## src/hw/rtl/hyl_pkg.sv

```systemverilog
`timescale 1ns / 1ps
// hyl_pkg: widths, calendar constants, reciprocal constants and shared types
// for the hebrew year start and length unit. Depends on nothing.

package hyl_pkg;

	// field and internal widths
	localparam int YEAR_BITS  = 15;
	localparam int DAY_BITS   = 24;
	localparam int LEN_BITS   = 9;
	localparam int KIND_BITS  = 3;
	localparam int DIGIT_BITS = 4;
	localparam int CYC_BITS   = 5;
	localparam int WD_BITS    = 3;
	localparam int HR_BITS    = 5;
	localparam int MON_BITS   = YEAR_BITS + 4;
	localparam int HOUR_BITS  = MON_BITS + 4;
	localparam int DAYC_BITS  = MON_BITS + 5;
	localparam int PART_BITS  = 20;
	localparam int REM_BITS   = 11;
	localparam int DPART_BITS = 15;
	localparam int OFS_BITS   = 8;

	// pipeline stages in one year lane, front end excluded
	localparam int LANE_STAGES = 10;

	// calendar constants
	localparam int YEARS_PER_CYCLE  = 19;
	localparam int MONTHS_PER_CYCLE = 235;
	localparam int MONTHS_PER_YEAR  = 12;
	localparam int PARTS_PER_HOUR   = 1080;
	localparam int HOURS_PER_DAY    = 24;
	localparam int DAYS_PER_WEEK    = 7;
	localparam int MONTH_DAYS       = 29;
	localparam int MONTH_HOURS      = 12;
	localparam int MONTH_PARTS      = 793;
	localparam int EPOCH_HOURS      = 5;
	localparam int EPOCH_PARTS      = 204;
	localparam int CYC_LAST         = YEARS_PER_CYCLE - 1;
	localparam int LEN_COMMON_MAX   = 355;
	localparam int LEN_DIGIT_BASE   = 10;

	// postponement thresholds in parts of a day
	localparam logic [DPART_BITS-1:0] PARTS_NOON      = DPART_BITS'(19440);
	localparam logic [DPART_BITS-1:0] PARTS_TUE_LIMIT = DPART_BITS'(9924);
	localparam logic [DPART_BITS-1:0] PARTS_MON_LIMIT = DPART_BITS'(16789);

	// weekday codes of day count modulo seven
	localparam logic [WD_BITS-1:0] WD_SUN = 3'd0;
	localparam logic [WD_BITS-1:0] WD_MON = 3'd1;
	localparam logic [WD_BITS-1:0] WD_TUE = 3'd2;
	localparam logic [WD_BITS-1:0] WD_WED = 3'd3;
	localparam logic [WD_BITS-1:0] WD_FRI = 3'd5;
	localparam logic [WD_BITS-1:0] WD_SAT = 3'd6;

	// year kind codes before the leap offset
	localparam logic [KIND_BITS-1:0] KIND_DEFICIENT = 3'd0;
	localparam logic [KIND_BITS-1:0] KIND_REGULAR   = 3'd1;
	localparam logic [KIND_BITS-1:0] KIND_COMPLETE  = 3'd2;
	localparam logic [KIND_BITS-1:0] KIND_LEAP_OFS  = 3'd3;

	localparam logic [DIGIT_BITS-1:0] DIGIT_SHORT = 4'd3;
	localparam logic [DIGIT_BITS-1:0] DIGIT_LONG  = 4'd5;

	// reciprocal for division by 19 of a year number
	localparam int R19_SHIFT   = YEAR_BITS + 5;
	localparam int R19_BITS    = YEAR_BITS + 1;
	localparam int PROD19_BITS = 2 * YEAR_BITS + 1;
	localparam int Q19_BITS    = YEAR_BITS - 4;
	localparam logic [R19_BITS-1:0] R19_MUL =
		R19_BITS'(((64'd1 << R19_SHIFT) + 64'd18) / 64'd19);

	// reciprocal for division by 1080 of a month count
	localparam int RM_SHIFT   = MON_BITS + 11;
	localparam int RM_BITS    = MON_BITS + 1;
	localparam int PRODM_BITS = 2 * MON_BITS + 1;
	localparam int A_BITS     = MON_BITS - 10;
	localparam logic [RM_BITS-1:0] RM_MUL =
		RM_BITS'(((64'd1 << RM_SHIFT) + 64'd1079) / 64'd1080);

	// reciprocal for division by 1080 of the parts sum
	localparam int RP_SHIFT   = PART_BITS + 11;
	localparam int RP_BITS    = PART_BITS + 1;
	localparam int PRODP_BITS = 2 * PART_BITS + 1;
	localparam int PQ_BITS    = PART_BITS - 10;
	localparam logic [RP_BITS-1:0] RP_MUL =
		RP_BITS'(((64'd1 << RP_SHIFT) + 64'd1079) / 64'd1080);

	// reciprocal for division by 3 of hours over eight (hours / 24)
	localparam int H3_BITS    = HOUR_BITS - 3;
	localparam int R3_SHIFT   = H3_BITS + 2;
	localparam int R3_BITS    = H3_BITS + 1;
	localparam int PRODH_BITS = 2 * H3_BITS + 1;
	localparam int HD_BITS    = H3_BITS - 1;
	localparam logic [R3_BITS-1:0] R3_MUL =
		R3_BITS'(((64'd1 << R3_SHIFT) + 64'd2) / 64'd3);

	// reciprocal for division by 7 of a day count
	localparam int R7_SHIFT   = DAYC_BITS + 3;
	localparam int R7_BITS    = DAYC_BITS + 1;
	localparam int PRODD_BITS = 2 * DAYC_BITS + 1;
	localparam int Q7_BITS    = DAYC_BITS - 2;
	localparam logic [R7_BITS-1:0] R7_MUL =
		R7_BITS'(((64'd1 << R7_SHIFT) + 64'd6) / 64'd7);

	// reciprocal for division by 10 of a year length
	localparam int R10_SHIFT   = LEN_BITS + 4;
	localparam int R10_BITS    = LEN_BITS + 1;
	localparam int PRODL_BITS  = 2 * LEN_BITS + 1;
	localparam int Q10_BITS    = LEN_BITS - 3;
	localparam logic [R10_BITS-1:0] R10_MUL =
		R10_BITS'(((64'd1 << R10_SHIFT) + 64'd9) / 64'd10);

	// one year lane request: months before the year and its leap context
	typedef struct packed {
		logic [MON_BITS-1:0] months;
		logic                leap_this;
		logic                leap_prev;
	} lane_in_t;

	// leap context carried along a lane
	typedef struct packed {
		logic leap_this;
		logic leap_prev;
	} lane_flags_t;

	// per item side information that bypasses the lanes
	typedef struct packed {
		logic leap_year;
		logic year_ok;
	} side_t;

	// leap test on a year number modulo 19
	function automatic logic is_leap_res(input logic [CYC_BITS-1:0] res);
		logic leap;
		case (res) inside
			5'd0, 5'd3, 5'd6, 5'd8, 5'd11, 5'd14, 5'd17: leap = 1'b1;
			default: leap = 1'b0;
		endcase
		return leap;
	endfunction

	// months elapsed inside the current 19-year cycle
	function automatic logic [OFS_BITS-1:0] cycle_months(input logic [CYC_BITS-1:0] cyc);
		logic [OFS_BITS-1:0] extra;
		case (cyc) inside
			[5'd0:5'd2]:   extra = 8'd0;
			[5'd3:5'd5]:   extra = 8'd1;
			[5'd6:5'd7]:   extra = 8'd2;
			[5'd8:5'd10]:  extra = 8'd3;
			[5'd11:5'd13]: extra = 8'd4;
			[5'd14:5'd16]: extra = 8'd5;
			[5'd17:5'd18]: extra = 8'd6;
			default:       extra = 8'd0;
		endcase
		return (OFS_BITS'(cyc) * OFS_BITS'(MONTHS_PER_YEAR)) + extra;
	endfunction

endpackage

```

## src/hw/rtl/hyl_classify.sv

```systemverilog
`timescale 1ns / 1ps
// hyl_classify: two stage back end, year length, kind and flags from two new
// year day counts, with output registers. Depends on hyl_pkg.

module hyl_classify (
	input  logic                              clk,
	input  logic                              arst_n,
	input  logic                              in_valid,
	input  logic [hyl_pkg::DAYC_BITS-1:0]     day_this,
	input  logic [hyl_pkg::DAYC_BITS-1:0]     day_next,
	input  hyl_pkg::side_t                    side_in,
	output logic                              out_valid,
	output logic [hyl_pkg::DAY_BITS-1:0]      year_start_days,
	output logic [hyl_pkg::LEN_BITS-1:0]      year_length,
	output logic [hyl_pkg::KIND_BITS-1:0]     year_kind,
	output logic                              leap_flag,
	output logic                              long_second_month,
	output logic                              short_third_month,
	output logic                              year_valid
);

	logic                                valid_s1, valid_s2;
	logic [hyl_pkg::LEN_BITS-1:0]        len_s1, len_s2;
	logic [hyl_pkg::DAY_BITS-1:0]        elapsed_s1, elapsed_s2;
	hyl_pkg::side_t                      side_s1;
	logic [hyl_pkg::PRODL_BITS-1:0]      prodl_c;
	logic [hyl_pkg::Q10_BITS-1:0]        q10_c;
	logic [hyl_pkg::DIGIT_BITS-1:0]      digit_c;
	logic [hyl_pkg::KIND_BITS-1:0]       kind_c, kind_s2;
	logic                                leap_s2, long_s2, short_s2, ok_s2;

	// valid bits
	always_ff @(posedge clk or negedge arst_n) begin
		if (!arst_n) begin
			valid_s1 <= 1'b0;
			valid_s2 <= 1'b0;
		end else begin
			valid_s1 <= in_valid;
			valid_s2 <= valid_s1;
		end
	end

	// stage 1: year length and the elapsed count
	always_ff @(posedge clk) begin
		len_s1     <= hyl_pkg::LEN_BITS'(day_next - day_this);
		elapsed_s1 <= hyl_pkg::DAY_BITS'(day_this);
		side_s1    <= side_in;
	end

	// stage 2: last decimal digit of the length and the year kind
	always_comb begin
		prodl_c = hyl_pkg::PRODL_BITS'(len_s1) * hyl_pkg::PRODL_BITS'(hyl_pkg::R10_MUL);
		q10_c   = prodl_c[hyl_pkg::R10_SHIFT +: hyl_pkg::Q10_BITS];
		digit_c = hyl_pkg::DIGIT_BITS'(len_s1 - hyl_pkg::LEN_BITS'(q10_c)
			* hyl_pkg::LEN_BITS'(hyl_pkg::LEN_DIGIT_BASE));
		if (digit_c <= hyl_pkg::DIGIT_SHORT) begin
			kind_c = hyl_pkg::KIND_DEFICIENT;
		end else if (digit_c >= hyl_pkg::DIGIT_LONG) begin
			kind_c = hyl_pkg::KIND_COMPLETE;
		end else begin
			kind_c = hyl_pkg::KIND_REGULAR;
		end
		if (len_s1 > hyl_pkg::LEN_BITS'(hyl_pkg::LEN_COMMON_MAX)) begin
			kind_c = kind_c + hyl_pkg::KIND_LEAP_OFS;
		end
	end

	// output registers, all fields cleared for an invalid year
	always_ff @(posedge clk) begin
		ok_s2 <= side_s1.year_ok;
		if (side_s1.year_ok) begin
			elapsed_s2 <= elapsed_s1;
			len_s2     <= len_s1;
			kind_s2    <= kind_c;
			leap_s2    <= side_s1.leap_year;
			long_s2    <= (digit_c == hyl_pkg::DIGIT_LONG);
			short_s2   <= (digit_c == hyl_pkg::DIGIT_SHORT);
		end else begin
			elapsed_s2 <= '0;
			len_s2     <= '0;
			kind_s2    <= '0;
			leap_s2    <= 1'b0;
			long_s2    <= 1'b0;
			short_s2   <= 1'b0;
		end
	end

	assign out_valid         = valid_s2;
	assign year_start_days   = elapsed_s2;
	assign year_length       = len_s2;
	assign year_kind         = kind_s2;
	assign leap_flag         = leap_s2;
	assign long_second_month = long_s2;
	assign short_third_month = short_s2;
	assign year_valid        = ok_s2;

endmodule

```

## config.mk

```make
export PLATFORM = sky130hd
export DESIGN_NAME = hyl_classify
export DESIGN_NICKNAME = d
export VERILOG_FILES = /design/src/hw/rtl/hyl_pkg.sv /design/src/hw/rtl/hyl_classify.sv
export SDC_FILE = /design/constraint.sdc
export NUM_CORES = 1
export LEC_CHECK = 0
export ABC_CLOCK_PERIOD_IN_PS = 5600
export BUFFER_PORTS_ARGS = -buffer_cell sky130_fd_sc_hd__buf_4
export CAP_MARGIN = 20
export CELL_PAD_IN_SITES_DETAIL_PLACEMENT = 2
export CELL_PAD_IN_SITES_GLOBAL_PLACEMENT = 2
export CORE_AREA = 5 5 116 118
export CTS_CLUSTER_DIAMETER = 30
export DETAILED_ROUTE_END_ITERATION = 10
export DIE_AREA = 0 0 121 123
export GPL_TIMING_DRIVEN = 1
export PLACE_DENSITY_LB_ADDON = 0.1
export RECOVER_POWER = 50
export SYNTH_ARGS = -nofsm -noshare
export SYNTH_HDL_FRONTEND = slang
export SYNTH_SLANG_ARGS = --single-unit
```

## constraint.sdc

```tcl
create_clock -name clk -period 5.6 [get_ports clk]
set_input_delay 0.28 -clock clk [delete_from_list [all_inputs] [get_ports clk]]
set_output_delay 0.28 -clock clk [all_outputs]
set_load 0.02 [all_outputs]
```

==> summary.txt <==
Synthesis
  • Synth Cell Area: 3460 um2
  • Mapped Avg Cell Area: 10.9 um2
  • Sequential share of the synthesized area: 44.9%
  • Syn Nets: 436
  • Post-synthesis cell type count: 32
  • Synthesis-stage register bit count: 77
  • Cells after Synth: 318
  • Synth warn: 0

Clock network
  • Clk sinks: 77
  • Max Root-Sink Buffers: 2
  • CTS tree: yes
  • Clock Tree Root: clkbuf_16
  • H-tree depth: 3
  • Clk_lat worst skew: 0.33 ns
  • Clk slew on worst S/H paths: 0.06 ns
  • Cts bufs inserted: 9

Finish
  • ANT cells: 0
  • Layout Cells excl Fill: 591
  • Share of cells above drive strength 1: 25.8%
  • Most frequent cells in the layout: 75 x dfxtp_1, 66 x inv_1, 58 x buf_4
  • Area grow syn2layout: 34.7%
  • # fillers: 1335
  • Commonest non-fill, non-tap cell in the layout: dfxtp_1
  • Layout net count: 532

Timing
  • RSZ-0062 raised after global routing: no
  • Min Tclk post-route: 5.25 ns
  • Clk_skew: 0.00336 ns
  • Highest clock rate: 190 MHz
  • Max Slew Vio Count: 0
  • Worst-Margin Slew: 1.43 ns
  • Final period utilization: 93.8%
  • Setup TNS: 0 ns
  • Setup violations, final: 0
  • Slew headroom: 4.91%
  • Final Hold Fails: 0

Place
  • PortBufs: 78
  • Gpl congestion: 0.769
  • Placed Cells: 573
  • Final HPWL DP: 6430 um

Drt
  • Antenna viol nets, final: 0
  • DRC: 0
  • Routed via count: 2375
  • Final WL: 7910 um
  • Iteration-0 DRC Markers: 62
  • First drt pass iteration count: 4
  • Post-DR vias/cell: 4.02
  • Avg WL per Cell: 13.4 um

Run status
  • Outcome: completed

Setup path
  • CP Data Required Time: 5.81 ns
  • WS Path Type: flip-flop to flip-flop
  • Most frequent CP cell: inv_1
  • Max stage delay cell, worst path: fa_1
  • Worst flop-to-flop path endpoint: year_kind[0]$_SDFF_PN0_
  • R2R Setup Slk: 0.35 ns
  • Reg2reg path depth: 23
  • Top cell family by delay on the critical path: adder cells
  • CP Launch Type: flip-flop
  • WP data arrival: 5.47 ns
  • Critical Path, Cell by Cell: inv_1 > ha_1 > inv_1 > fa_1 > inv_1 > fa_1 > fa_1 > inv_1 > ha_1 > o21a_1 > or2_2 > o21ai_2 > xnor2_1 > inv_1 > ha_1 > inv_1 > fa_2 > xnor2_2 > xnor2_1 > xnor2_1 > or3_4 > and4bb_1 > mux2i_1
  • CP Max Fanout: 5
  • Crit path buffers/inverters: 6
  • Setup crit end kind: flip-flop
  • Reg-to-Reg Start: len_s1[7]$_DFF_P_
  • Critical Path Max Stage Delay: 0.51 ns

Global routing
  • Grt ovf: 0
  • Initial antenna violation count: 0
  • Vias in the first global route: 2701
  • All-Layer GR Usage: 11.2%
  • Global-route wire length before repair: 12800 um
  • Largest net degree at the start of global routing: 39

Hold path
  • Hold Crit Class: input pin to flip-flop
  • Hold endpoint: elapsed_s1[9]$_DFF_P_
  • Hold_sp: day_this[9]
  • Worst Hold Path Cells: 1

Floorplanning
  • FP Rows: 41
  • Initial Utilization: 28.0%
  • Die Height: 123 um
  • Core ar.: 12400 um2
  • Chip width: 121 um
  • Total Die Area: 14900 um2
  • Ports: 94

Flow run
  • Max-cap check violation count: 0
repair_timing:
item,in CTS,in global routing
buffers inserted,0,1
hold buffers,1,0
endpoints found under the hold margin,2,0
resized for setup,0,4
endpoints found under the setup margin,0,5
registers in the layout (all words and copies together) (netlist names):
register / count
side_s1: 2
year_length: 9
year_start_days: 24
long_second_month: 1
valid_s1: 1
elapsed_s1: 24
year_kind: 3
out_valid: 1
len_s1: 9
short_third_month: 1
leap_flag: 1
year_valid: 1
how the worst max path moves through the flow:
stage	start	end	slack (ns)	cells past startpoint
2_1_floorplan	len_s1[2]$_DFF_P_	year_kind[0]$_SDFF_PN0_	0.26	23
3_3_place_gp	len_s1[2]$_DFF_P_	year_kind[0]$_SDFF_PN0_	0.17	23
3_5_place_dp	len_s1[2]$_DFF_P_	year_kind[0]$_SDFF_PN0_	0.09	23
4_1_cts	len_s1[2]$_DFF_P_	year_kind[0]$_SDFF_PN0_	0.07	23
5_1_grt	len_s1[2]$_DFF_P_	year_kind[0]$_SDFF_PN0_	0.03	23
6_report	len_s1[7]$_DFF_P_	year_kind[0]$_SDFF_PN0_	0.35	23
cells in the mapped netlist:
cell | number | area [um2]
dfxtp_1 | 75 | 1500
inv_1 | 66 | 248
ha_1 | 49 | 613
and2_1 | 33 | 206
fa_1 | 16 | 320
o21ai_0 | 10 | 50.1
xnor2_1 | 10 | 87.6
nand2_1 | 7 | 26.3
a21oi_1 | 6 | 30.0
xor2_1 | 6 | 52.6
nor2_1 | 4 | 15.0
a21o_1 | 3 | 22.5
a31oi_1 | 3 | 18.8
clkbuf_1 | 3 | 11.3
nand2b_1 | 3 | 18.8
nand4_1 | 3 | 18.8
dfrtp_1 | 2 | 50.1
mux2i_1 | 2 | 20.0
nor2b_1 | 2 | 12.5
nor3_1 | 2 | 10.0
o21ai_2 | 2 | 17.5
a2111oi_2 | 1 | 15.0
a21boi_1 | 1 | 7.51
a311oi_1 | 1 | 8.76
a31o_2 | 1 | 8.76
and3_1 | 1 | 6.26
and4bb_1 | 1 | 12.5
mux2_4 | 1 | 15.0
nor4_1 | 1 | 6.26
o21a_1 | 1 | 7.51
or2_2 | 1 | 6.26
or3_4 | 1 | 11.3
layout make-up:
class	instances	area (um2)	share of cell area (%)
Clock buffer	10	239	5.13
Clock inverter	6	86.3	1.85
Inverter	66	248	5.32
Multi-Input combinational cell	172	1670	35.8
Sequential cell	77	1550	33.3
Tap cell	172	215	4.62
Timing Repair Buffer	88	648	13.9
worst register-to-register path: cells and delay by family (launching register included):
kind                       cells  cell delay, ns
muxes                          1            0.11
AOI/OAI and AO/OA              2            0.30
DFF                            1            0.43
xor gates and xnor gates       4            0.50
and+or+nand+nor                3            0.89
buffers and inverters          6            0.39
adders and majority gates      7            2.52
per-stage QoR:
stage / hold slack (ns) / instance area [um2] / utilization [%] / setup WS (ns)
after floorplan: -0.0156 / 3460 / - / 0.261
after detailed placement: 0.0663 / 4310 / 34.8 / 0.0926
final: 0.0712 / 4660 / 37.7 / 0.346
after CTS: 0.0373 / 4640 / 37.5 / 0.0665
after global placement: 0.0624 / 4310 / 34.8 / 0.169
after global routing: 0.0467 / 4660 / 37.7 / 0.0289
logic make-up after synthesis:
| group | share of synthesized area [%] |
|---|---|
| mux | 1.01 |
| flops | 44.9 |
| simple gates | 10.1 |
| buf+inv | 7.49 |
| xor+xnor | 4.05 |
| fa+ha+maj | 27.0 |
| compound gates | 5.39 |
layer usage:
metal | global-route usage [%] | share of wire (%) | wire (um) | up-vias
met5 | 0 | 0 | 0 | -
met4 | 2.76 | 0.61 | 48 | 0
met3 | 3.89 | 5.1 | 400 | 5
met2 | 20.0 | 51 | 4030 | 56
met1 | 12.8 | 43 | 3430 | 1135
li1 | - | - | - | 1179
Power is not shown: default switching activity piles up to over one toggle a cycle in this logic, so the estimate is an artifact.
