===== src/hw/rtl/hyl_pkg.sv =====
`timescale 1ns / 1ps
// hyl_pkg: widths, calendar constants, reciprocal constants and shared types
// for the hebrew year start and length unit. Depends on nothing.

package hyl_pkg;

	// field and internal widths
	localparam int YEAR_BITS  = 15;
	localparam int DAY_BITS   = 24;
	localparam int LEN_BITS   = 9;
	localparam int KIND_BITS  = 3;
	localparam int DIGIT_BITS = 4;
	localparam int CYC_BITS   = 5;
	localparam int WD_BITS    = 3;
	localparam int HR_BITS    = 5;
	localparam int MON_BITS   = YEAR_BITS + 4;
	localparam int HOUR_BITS  = MON_BITS + 4;
	localparam int DAYC_BITS  = MON_BITS + 5;
	localparam int PART_BITS  = 20;
	localparam int REM_BITS   = 11;
	localparam int DPART_BITS = 15;
	localparam int OFS_BITS   = 8;

	// pipeline stages in one year lane, front end excluded
	localparam int LANE_STAGES = 10;

	// calendar constants
	localparam int YEARS_PER_CYCLE  = 19;
	localparam int MONTHS_PER_CYCLE = 235;
	localparam int MONTHS_PER_YEAR  = 12;
	localparam int PARTS_PER_HOUR   = 1080;
	localparam int HOURS_PER_DAY    = 24;
	localparam int DAYS_PER_WEEK    = 7;
	localparam int MONTH_DAYS       = 29;
	localparam int MONTH_HOURS      = 12;
	localparam int MONTH_PARTS      = 793;
	localparam int EPOCH_HOURS      = 5;
	localparam int EPOCH_PARTS      = 204;
	localparam int CYC_LAST         = YEARS_PER_CYCLE - 1;
	localparam int LEN_COMMON_MAX   = 355;
	localparam int LEN_DIGIT_BASE   = 10;

	// postponement thresholds in parts of a day
	localparam logic [DPART_BITS-1:0] PARTS_NOON      = DPART_BITS'(19440);
	localparam logic [DPART_BITS-1:0] PARTS_TUE_LIMIT = DPART_BITS'(9924);
	localparam logic [DPART_BITS-1:0] PARTS_MON_LIMIT = DPART_BITS'(16789);

	// weekday codes of day count modulo seven
	localparam logic [WD_BITS-1:0] WD_SUN = 3'd0;
	localparam logic [WD_BITS-1:0] WD_MON = 3'd1;
	localparam logic [WD_BITS-1:0] WD_TUE = 3'd2;
	localparam logic [WD_BITS-1:0] WD_WED = 3'd3;
	localparam logic [WD_BITS-1:0] WD_FRI = 3'd5;
	localparam logic [WD_BITS-1:0] WD_SAT = 3'd6;

	// year kind codes before the leap offset
	localparam logic [KIND_BITS-1:0] KIND_DEFICIENT = 3'd0;
	localparam logic [KIND_BITS-1:0] KIND_REGULAR   = 3'd1;
	localparam logic [KIND_BITS-1:0] KIND_COMPLETE  = 3'd2;
	localparam logic [KIND_BITS-1:0] KIND_LEAP_OFS  = 3'd3;

	localparam logic [DIGIT_BITS-1:0] DIGIT_SHORT = 4'd3;
	localparam logic [DIGIT_BITS-1:0] DIGIT_LONG  = 4'd5;

	// reciprocal for division by 19 of a year number
	localparam int R19_SHIFT   = YEAR_BITS + 5;
	localparam int R19_BITS    = YEAR_BITS + 1;
	localparam int PROD19_BITS = 2 * YEAR_BITS + 1;
	localparam int Q19_BITS    = YEAR_BITS - 4;
	localparam logic [R19_BITS-1:0] R19_MUL =
		R19_BITS'(((64'd1 << R19_SHIFT) + 64'd18) / 64'd19);

	// reciprocal for division by 1080 of a month count
	localparam int RM_SHIFT   = MON_BITS + 11;
	localparam int RM_BITS    = MON_BITS + 1;
	localparam int PRODM_BITS = 2 * MON_BITS + 1;
	localparam int A_BITS     = MON_BITS - 10;
	localparam logic [RM_BITS-1:0] RM_MUL =
		RM_BITS'(((64'd1 << RM_SHIFT) + 64'd1079) / 64'd1080);

	// reciprocal for division by 1080 of the parts sum
	localparam int RP_SHIFT   = PART_BITS + 11;
	localparam int RP_BITS    = PART_BITS + 1;
	localparam int PRODP_BITS = 2 * PART_BITS + 1;
	localparam int PQ_BITS    = PART_BITS - 10;
	localparam logic [RP_BITS-1:0] RP_MUL =
		RP_BITS'(((64'd1 << RP_SHIFT) + 64'd1079) / 64'd1080);

	// reciprocal for division by 3 of hours over eight (hours / 24)
	localparam int H3_BITS    = HOUR_BITS - 3;
	localparam int R3_SHIFT   = H3_BITS + 2;
	localparam int R3_BITS    = H3_BITS + 1;
	localparam int PRODH_BITS = 2 * H3_BITS + 1;
	localparam int HD_BITS    = H3_BITS - 1;
	localparam logic [R3_BITS-1:0] R3_MUL =
		R3_BITS'(((64'd1 << R3_SHIFT) + 64'd2) / 64'd3);

	// reciprocal for division by 7 of a day count
	localparam int R7_SHIFT   = DAYC_BITS + 3;
	localparam int R7_BITS    = DAYC_BITS + 1;
	localparam int PRODD_BITS = 2 * DAYC_BITS + 1;
	localparam int Q7_BITS    = DAYC_BITS - 2;
	localparam logic [R7_BITS-1:0] R7_MUL =
		R7_BITS'(((64'd1 << R7_SHIFT) + 64'd6) / 64'd7);

	// reciprocal for division by 10 of a year length
	localparam int R10_SHIFT   = LEN_BITS + 4;
	localparam int R10_BITS    = LEN_BITS + 1;
	localparam int PRODL_BITS  = 2 * LEN_BITS + 1;
	localparam int Q10_BITS    = LEN_BITS - 3;
	localparam logic [R10_BITS-1:0] R10_MUL =
		R10_BITS'(((64'd1 << R10_SHIFT) + 64'd9) / 64'd10);

	// one year lane request: months before the year and its leap context
	typedef struct packed {
		logic [MON_BITS-1:0] months;
		logic                leap_this;
		logic                leap_prev;
	} lane_in_t;

	// leap context carried along a lane
	typedef struct packed {
		logic leap_this;
		logic leap_prev;
	} lane_flags_t;

	// per item side information that bypasses the lanes
	typedef struct packed {
		logic leap_year;
		logic year_ok;
	} side_t;

	// leap test on a year number modulo 19
	function automatic logic is_leap_res(input logic [CYC_BITS-1:0] res);
		logic leap;
		case (res) inside
			5'd0, 5'd3, 5'd6, 5'd8, 5'd11, 5'd14, 5'd17: leap = 1'b1;
			default: leap = 1'b0;
		endcase
		return leap;
	endfunction

	// months elapsed inside the current 19-year cycle
	function automatic logic [OFS_BITS-1:0] cycle_months(input logic [CYC_BITS-1:0] cyc);
		logic [OFS_BITS-1:0] extra;
		case (cyc) inside
			[5'd0:5'd2]:   extra = 8'd0;
			[5'd3:5'd5]:   extra = 8'd1;
			[5'd6:5'd7]:   extra = 8'd2;
			[5'd8:5'd10]:  extra = 8'd3;
			[5'd11:5'd13]: extra = 8'd4;
			[5'd14:5'd16]: extra = 8'd5;
			[5'd17:5'd18]: extra = 8'd6;
			default:       extra = 8'd0;
		endcase
		return (OFS_BITS'(cyc) * OFS_BITS'(MONTHS_PER_YEAR)) + extra;
	endfunction

endpackage


===== src/hw/rtl/hyl_lane.sv =====
`timescale 1ns / 1ps
// hyl_lane: ten stage pipeline from a month count to the postponed new year
// day count. Depends on hyl_pkg.

module hyl_lane (
	input  logic                              clk,
	input  logic                              arst_n,
	input  logic                              in_valid,
	input  hyl_pkg::lane_in_t                 lane_in,
	output logic                              out_valid,
	output logic [hyl_pkg::DAYC_BITS-1:0]     day
);

	logic [hyl_pkg::LANE_STAGES-1:0]     valid_q;
	hyl_pkg::lane_flags_t                flags_s1, flags_s2, flags_s3, flags_s4, flags_s5;
	hyl_pkg::lane_flags_t                flags_s6, flags_s7, flags_s8, flags_s9;

	logic [hyl_pkg::MON_BITS-1:0]        months_s1, months_s2, months_s3, months_s4;
	logic [hyl_pkg::MON_BITS-1:0]        months_s5, months_s6;
	logic [hyl_pkg::PRODM_BITS-1:0]      prodm_s1;
	logic [hyl_pkg::A_BITS-1:0]          a_c, a_s2;
	logic [hyl_pkg::REM_BITS-1:0]        r_s2;
	logic [hyl_pkg::PART_BITS-1:0]       p_s3, p_s4;
	logic [hyl_pkg::HOUR_BITS-1:0]       hb_s3, hb_s4, h_s5, h_s6;
	logic [hyl_pkg::PRODP_BITS-1:0]      prodp_s4;
	logic [hyl_pkg::PQ_BITS-1:0]         pq_c;
	logic [hyl_pkg::REM_BITS-1:0]        pr_s5, pr_s6;
	logic [hyl_pkg::PRODH_BITS-1:0]      prodh_s6;
	logic [hyl_pkg::HD_BITS-1:0]         hd_c;
	logic [hyl_pkg::HR_BITS-1:0]         hr_c;
	logic [hyl_pkg::DPART_BITS-1:0]      parts_s7, parts_s8, parts_s9;
	logic [hyl_pkg::DAYC_BITS-1:0]       day0_s7, day0_s8, day0_s9, day_s10;
	logic [hyl_pkg::PRODD_BITS-1:0]      prodd_s8;
	logic [hyl_pkg::Q7_BITS-1:0]         q7_c;
	logic [hyl_pkg::WD_BITS-1:0]         wd_s9, wd1_c;
	logic                                postpone_c, bad_day_c;

	// valid bits travel with the data
	always_ff @(posedge clk or negedge arst_n) begin
		if (!arst_n) begin
			valid_q <= '0;
		end else begin
			valid_q <= {valid_q[hyl_pkg::LANE_STAGES-2:0], in_valid};
		end
	end

	// stage 1: months times reciprocal of 1080
	always_ff @(posedge clk) begin
		months_s1 <= lane_in.months;
		flags_s1  <= '{leap_this: lane_in.leap_this, leap_prev: lane_in.leap_prev};
		prodm_s1  <= hyl_pkg::PRODM_BITS'(lane_in.months)
			* hyl_pkg::PRODM_BITS'(hyl_pkg::RM_MUL);
	end

	// stage 2: split months into thousands-eighty and remainder
	assign a_c = prodm_s1[hyl_pkg::RM_SHIFT +: hyl_pkg::A_BITS];

	always_ff @(posedge clk) begin
		a_s2      <= a_c;
		r_s2      <= hyl_pkg::REM_BITS'(months_s1 - hyl_pkg::MON_BITS'(a_c)
			* hyl_pkg::MON_BITS'(hyl_pkg::PARTS_PER_HOUR));
		months_s2 <= months_s1;
		flags_s2  <= flags_s1;
	end

	// stage 3: conjunction parts and hours before the carry
	always_ff @(posedge clk) begin
		p_s3      <= hyl_pkg::PART_BITS'(hyl_pkg::EPOCH_PARTS)
			+ hyl_pkg::PART_BITS'(r_s2) * hyl_pkg::PART_BITS'(hyl_pkg::MONTH_PARTS);
		hb_s3     <= hyl_pkg::HOUR_BITS'(hyl_pkg::EPOCH_HOURS)
			+ hyl_pkg::HOUR_BITS'(months_s2) * hyl_pkg::HOUR_BITS'(hyl_pkg::MONTH_HOURS)
			+ hyl_pkg::HOUR_BITS'(a_s2) * hyl_pkg::HOUR_BITS'(hyl_pkg::MONTH_PARTS);
		months_s3 <= months_s2;
		flags_s3  <= flags_s2;
	end

	// stage 4: parts times reciprocal of 1080
	always_ff @(posedge clk) begin
		prodp_s4  <= hyl_pkg::PRODP_BITS'(p_s3) * hyl_pkg::PRODP_BITS'(hyl_pkg::RP_MUL);
		p_s4      <= p_s3;
		hb_s4     <= hb_s3;
		months_s4 <= months_s3;
		flags_s4  <= flags_s3;
	end

	// stage 5: carry whole hours out of the parts
	assign pq_c = prodp_s4[hyl_pkg::RP_SHIFT +: hyl_pkg::PQ_BITS];

	always_ff @(posedge clk) begin
		pr_s5     <= hyl_pkg::REM_BITS'(p_s4 - hyl_pkg::PART_BITS'(pq_c)
			* hyl_pkg::PART_BITS'(hyl_pkg::PARTS_PER_HOUR));
		h_s5      <= hb_s4 + hyl_pkg::HOUR_BITS'(pq_c);
		months_s5 <= months_s4;
		flags_s5  <= flags_s4;
	end

	// stage 6: hours over eight times reciprocal of 3
	always_ff @(posedge clk) begin
		prodh_s6  <= hyl_pkg::PRODH_BITS'(h_s5[hyl_pkg::HOUR_BITS-1:3])
			* hyl_pkg::PRODH_BITS'(hyl_pkg::R3_MUL);
		h_s6      <= h_s5;
		pr_s6     <= pr_s5;
		months_s6 <= months_s5;
		flags_s6  <= flags_s5;
	end

	// stage 7: day count and parts of the day at the conjunction
	assign hd_c = prodh_s6[hyl_pkg::R3_SHIFT +: hyl_pkg::HD_BITS];
	assign hr_c = hyl_pkg::HR_BITS'(h_s6 - hyl_pkg::HOUR_BITS'(hd_c)
		* hyl_pkg::HOUR_BITS'(hyl_pkg::HOURS_PER_DAY));

	always_ff @(posedge clk) begin
		parts_s7 <= hyl_pkg::DPART_BITS'(pr_s6)
			+ hyl_pkg::DPART_BITS'(hr_c) * hyl_pkg::DPART_BITS'(hyl_pkg::PARTS_PER_HOUR);
		day0_s7  <= hyl_pkg::DAYC_BITS'(1)
			+ hyl_pkg::DAYC_BITS'(months_s6) * hyl_pkg::DAYC_BITS'(hyl_pkg::MONTH_DAYS)
			+ hyl_pkg::DAYC_BITS'(hd_c);
		flags_s7 <= flags_s6;
	end

	// stage 8: day count times reciprocal of 7
	always_ff @(posedge clk) begin
		prodd_s8 <= hyl_pkg::PRODD_BITS'(day0_s7) * hyl_pkg::PRODD_BITS'(hyl_pkg::R7_MUL);
		day0_s8  <= day0_s7;
		parts_s8 <= parts_s7;
		flags_s8 <= flags_s7;
	end

	// stage 9: weekday of the conjunction day
	assign q7_c = prodd_s8[hyl_pkg::R7_SHIFT +: hyl_pkg::Q7_BITS];

	always_ff @(posedge clk) begin
		wd_s9    <= hyl_pkg::WD_BITS'(day0_s8 - hyl_pkg::DAYC_BITS'(q7_c)
			* hyl_pkg::DAYC_BITS'(hyl_pkg::DAYS_PER_WEEK));
		day0_s9  <= day0_s8;
		parts_s9 <= parts_s8;
		flags_s9 <= flags_s8;
	end

	// stage 10: postponement rules
	always_comb begin
		postpone_c = (parts_s9 >= hyl_pkg::PARTS_NOON)
			|| (wd_s9 == hyl_pkg::WD_TUE && parts_s9 >= hyl_pkg::PARTS_TUE_LIMIT
				&& !flags_s9.leap_this)
			|| (wd_s9 == hyl_pkg::WD_MON && parts_s9 >= hyl_pkg::PARTS_MON_LIMIT
				&& flags_s9.leap_prev);
		if (!postpone_c) begin
			wd1_c = wd_s9;
		end else if (wd_s9 == hyl_pkg::WD_SAT) begin
			wd1_c = hyl_pkg::WD_SUN;
		end else begin
			wd1_c = wd_s9 + hyl_pkg::WD_BITS'(1);
		end
		case (wd1_c) inside
			hyl_pkg::WD_SUN, hyl_pkg::WD_WED, hyl_pkg::WD_FRI: bad_day_c = 1'b1;
			default: bad_day_c = 1'b0;
		endcase
	end

	always_ff @(posedge clk) begin
		day_s10 <= day0_s9 + hyl_pkg::DAYC_BITS'(postpone_c) + hyl_pkg::DAYC_BITS'(bad_day_c);
	end

	assign out_valid = valid_q[hyl_pkg::LANE_STAGES-1];
	assign day       = day_s10;

endmodule


===== config.mk =====
export PLATFORM = sky130hd
export DESIGN_NAME = hyl_lane
export DESIGN_NICKNAME = d
export VERILOG_FILES = /design/src/hw/rtl/hyl_pkg.sv /design/src/hw/rtl/hyl_lane.sv
export SDC_FILE = /design/constraint.sdc
export NUM_CORES = 2
export LEC_CHECK = 0
export BUFFER_PORTS_ARGS = -buffer_cell sky130_fd_sc_hd__buf_4
export CELL_PAD_IN_SITES_DETAIL_PLACEMENT = 0
export CELL_PAD_IN_SITES_GLOBAL_PLACEMENT = 1
export CORE_ASPECT_RATIO = 0.8
export CORE_MARGIN = 2
export CORE_UTILIZATION = 55
export DETAILED_ROUTE_END_ITERATION = 12
export PLACE_DENSITY = 0.94
export SYNTH_ARGS = -nofsm -noshare
export SYNTH_HDL_FRONTEND = slang
export SYNTH_SLANG_ARGS = --single-unit

===== constraint.sdc =====
create_clock -name clk -period 12.11 [get_ports clk]
set_input_delay 1.211 -clock clk [delete_from_list [all_inputs] [get_ports clk]]
set_output_delay 1.211 -clock clk [all_outputs]
set_load 0.03 [all_outputs]

==> qor.txt <==
Initial Util: 55.6%
Post-DP HPWL: 78.4 mm
Slowest stage delay, CP: 0.65 ns
Delay-heaviest family, CP: adder cells
Cells after DPL: 5379
Crit Path Max Fanout: 9
Setup ws final: 5.33 ns
Synth Area in Simple Gates: 3.95%
Minimum clock period: 6.78 ns
Core ar.: 0.0823 mm2
All-Layer GR Usage: 22.2%
1st-iter DRT viols: 1323
Fillers: 6728
Pin count of the biggest net entering global routing: 17
Fmax: 0.147 GHz
CP max stage cell: dfxtp_1
WHS Path Cells: 0
WP data arrival: 7.30 ns
Seq/Total Area, Yosys: 20.4%
Critical Path Stages: 20
Post-cts resize count: 0
I/O Pins: 49
Hold path endpoint: hb_s4[22]
Post-synthesis mux area share: 0.0874%
# DRC: 0
Min-delay src: hb_s3[22]
Final setup vio count: 0
Worst r2r src: p_s3[8]
CTS tree: built
Floorplan row count: 94
Global-route wire length before repair: 151 mm
Post-Place Worst Slack: 5.05 ns
Post-DR wirelength/cell: 16.5 um
Syn_nets: 5906
Slew headroom: 47.4%
Clock sinks: 463
Post-DRT Antenna Nets: 0
TNS Setup: 0 ns
FFs w/ async S/R, synth: 2.16%
Max-cap check violation count: 0
Fin nets: 6003
Port Buffers: 48
CTS root buf: clkbuf_16
Number of flops mapped to enable cells by yosys: 0
Cell Area, Synth: 0.0458 mm2
Crit. End Element: register
Layout area overhead: 7.54%
N_diodes: 0
Initial antenna violation count: 0
Avg Inst Size Synth: 10.8 um2
Vias: 27700
Cell Count, Final, Fillers Out: 5468
Ys flop type: dfxtp_1
Flops & latches, synth: 463
Slew Limit Fails: 0
Clk_skew: 0.0139 ns
Total gr overflow: 0
DRT Pass-1 Iters: 5
Synth Area in Adders: 56.4%
Yosys cell types: 68
Synth Area in Compound Gates: 5.61%
RSZ-0062 raised after global routing: no
Die ar.: 0.0856 mm2
Clock buffer depth: 3
Cts bufs inserted: 48
Hold Crit Class: reg -> reg
Cts hold-fix bufs: 0
Post-Syn Instances: 4228
Worst skew pair latency: 0.59 ns
R2R depth: 20
RR Endpoint: prodp_s4[40]
Final Wtd Congestion: 0.965
Buf/Inv on CP: 4
Register-to-register setup slack: 5.33 ns
Slew @ Worst Pin: 0.781 ns
XOR/XNOR Fraction of Synth Area: 4.34%
Layout cell share with drive strength beyond 1: 3.60%
Most used cell, CP: fa_1
Main combinational cell family by area after synthesis: adder cells
Status: finished clean
Final cycle utilization of the critical path: 56.0%
Worst Setup Start Kind: register
CTS H-tree depth: 2
Routed vias/inst: 5.07
WS Path Type: reg -> reg
Chip width: 327 um
Vias in the first global route: 29400
Final wirelength: 90.4 mm
Worst EP required: 12.63 ns
Die extent in y: 262 um
Post-CTS setup buffer count: 0
Clock transition at path regs: 0.07 ns
Crit-path cells: fa_1 -> inv_1 -> fa_1 -> inv_1 -> fa_1 -> fa_1 -> fa_1 -> fa_1 -> inv_1 -> fa_1 -> inv_1 -> ha_1 -> and4_1 -> a221oi_1 -> o21ai_1 -> a311oi_2 -> nor3_1 -> a2111o_1 -> a21oi_1 -> xnor2_1
Warnings from Yosys: 0
Final Hold Viols: 0
## flip-flops by register name (all words and copies together) (netlist names), 19 cells and up
| name | flops |
|---|---|
| day0_s7 | 24 |
| prodh_s6 | 19 |
| day0_s8 | 24 |
| h_s5 | 23 |
| day | 24 |
| months_s1 | 19 |
| day0_s9 | 24 |
| p_s3 | 20 |
| hb_s4 | 23 |
| hb_s3 | 23 |
## cell type report
class	count	area [um2]	area share, %
multi-input cells	2637	32200	65.5
repair buffers	48	360	0.732
inverters	1127	4230	8.59
clock inverters	32	428	0.869
clock buffers	57	1280	2.61
flip-flops and latches	463	9320	18.9
well taps	1104	1380	2.81
## metrics by stage
step           hold WS (ns)  utilization (%)  area (um2)
3_5_place_dp          0.312             57.7       47500
3_3_place_gp          0.310             57.7       47500
2_1_floorplan         0.310                -       45800
6_report              0.310             59.8       49200
4_1_cts               0.309             59.8       49200
5_1_grt               0.317             59.8       49200
## layout by cell type (no fill, tap or decap), types with 5 or more instances in the layout
cell type   count
clkbuf_16      48
inv_6           5
xnor2_1       152
or2_2           8
nor3_1         18
nand3_1        56
a31oi_1        16
a211oi_1        9
clkbuf_8        5
nor2b_1        16
clkinvlp_4      6
o21bai_1       21
a21oi_1       123
xor2_1         75
fa_1          684
o21ai_0        74
clkinv_4        5
inv_1        1127
o21a_1         17
and4_1          5
buf_4          48
a211o_1         6
nor2_1         71
nor3b_1         7
bufinv_16       7
nand3b_1        7
ha_1          970
dfxtp_1       453
o2111ai_1       9
and3_1         25
a21o_1         64
nand2_1        85
and2_1          7
dfrtp_1        10
nand2b_1       22
nand4_1        18
## cell usage after synthesis (6+ instances only)
cell type / number / share of area [%]
nand3b_1: 7 / 0.11
ha_1: 970 / 27
o2111ai_1: 9 / 0.17
a211oi_1: 9 / 0.15
nand2b_1: 22 / 0.30
inv_1: 1127 / 9.2
and3_1: 25 / 0.34
o21ai_0: 74 / 0.81
xor2_1: 75 / 1.4
a21oi_1: 123 / 1.3
nor3_1: 18 / 0.20
fa_1: 684 / 30
dfrtp_1: 10 / 0.55
a211o_1: 6 / 0.11
o21bai_1: 21 / 0.34
nand3_1: 56 / 0.61
a21o_1: 64 / 1.0
o21a_1: 17 / 0.28
or2_2: 8 / 0.11
a31oi_1: 16 / 0.22
nand2_1: 85 / 0.70
nand4_1: 18 / 0.25
nor3b_1: 7 / 0.11
dfxtp_1: 453 / 20
nor2b_1: 16 / 0.22
xnor2_1: 152 / 2.9
and2_1: 7 / 0.096
nor2_1: 71 / 0.58
## kinds of logic (layout without fill, tap and decap cells)
family | count (synthesis) | after routing
fa+ha+maj | 1654 | 1654
flops | 463 | 463
mux | 4 | 4
buf+inv | 1128 | 1264
simple gates | 359 | 359
xor+xnor | 227 | 227
compound gates | 393 | 393
## layer usage
metal | GRT usage, % | vias to the layer above | share of wire (%)
met3 | 3.67 | 98 | 5.9
met2 | 35.7 | 540 | 45
li1 | - | 13500 | -
met5 | 0 | - | 0
met4 | 4.33 | 0 | 1.8
met1 | 31.9 | 13600 | 48
## worst max-delay path by stage
stage                     startpoint      endpoint  slack (ns)
after floorplan           lane_in[7]  prodm_s1[35]        5.64
after global placement    lane_in[7]  prodm_s1[38]        5.20
after detailed placement  lane_in[6]  prodm_s1[38]        5.05
after CTS                    p_s3[8]  prodp_s4[40]        5.31
after global routing         p_s3[8]  prodp_s4[40]        4.90
final                        p_s3[8]  prodp_s4[40]        5.33
Power is not shown: default switching activity piles up to over one toggle a cycle in this logic, so the estimate is an artifact.
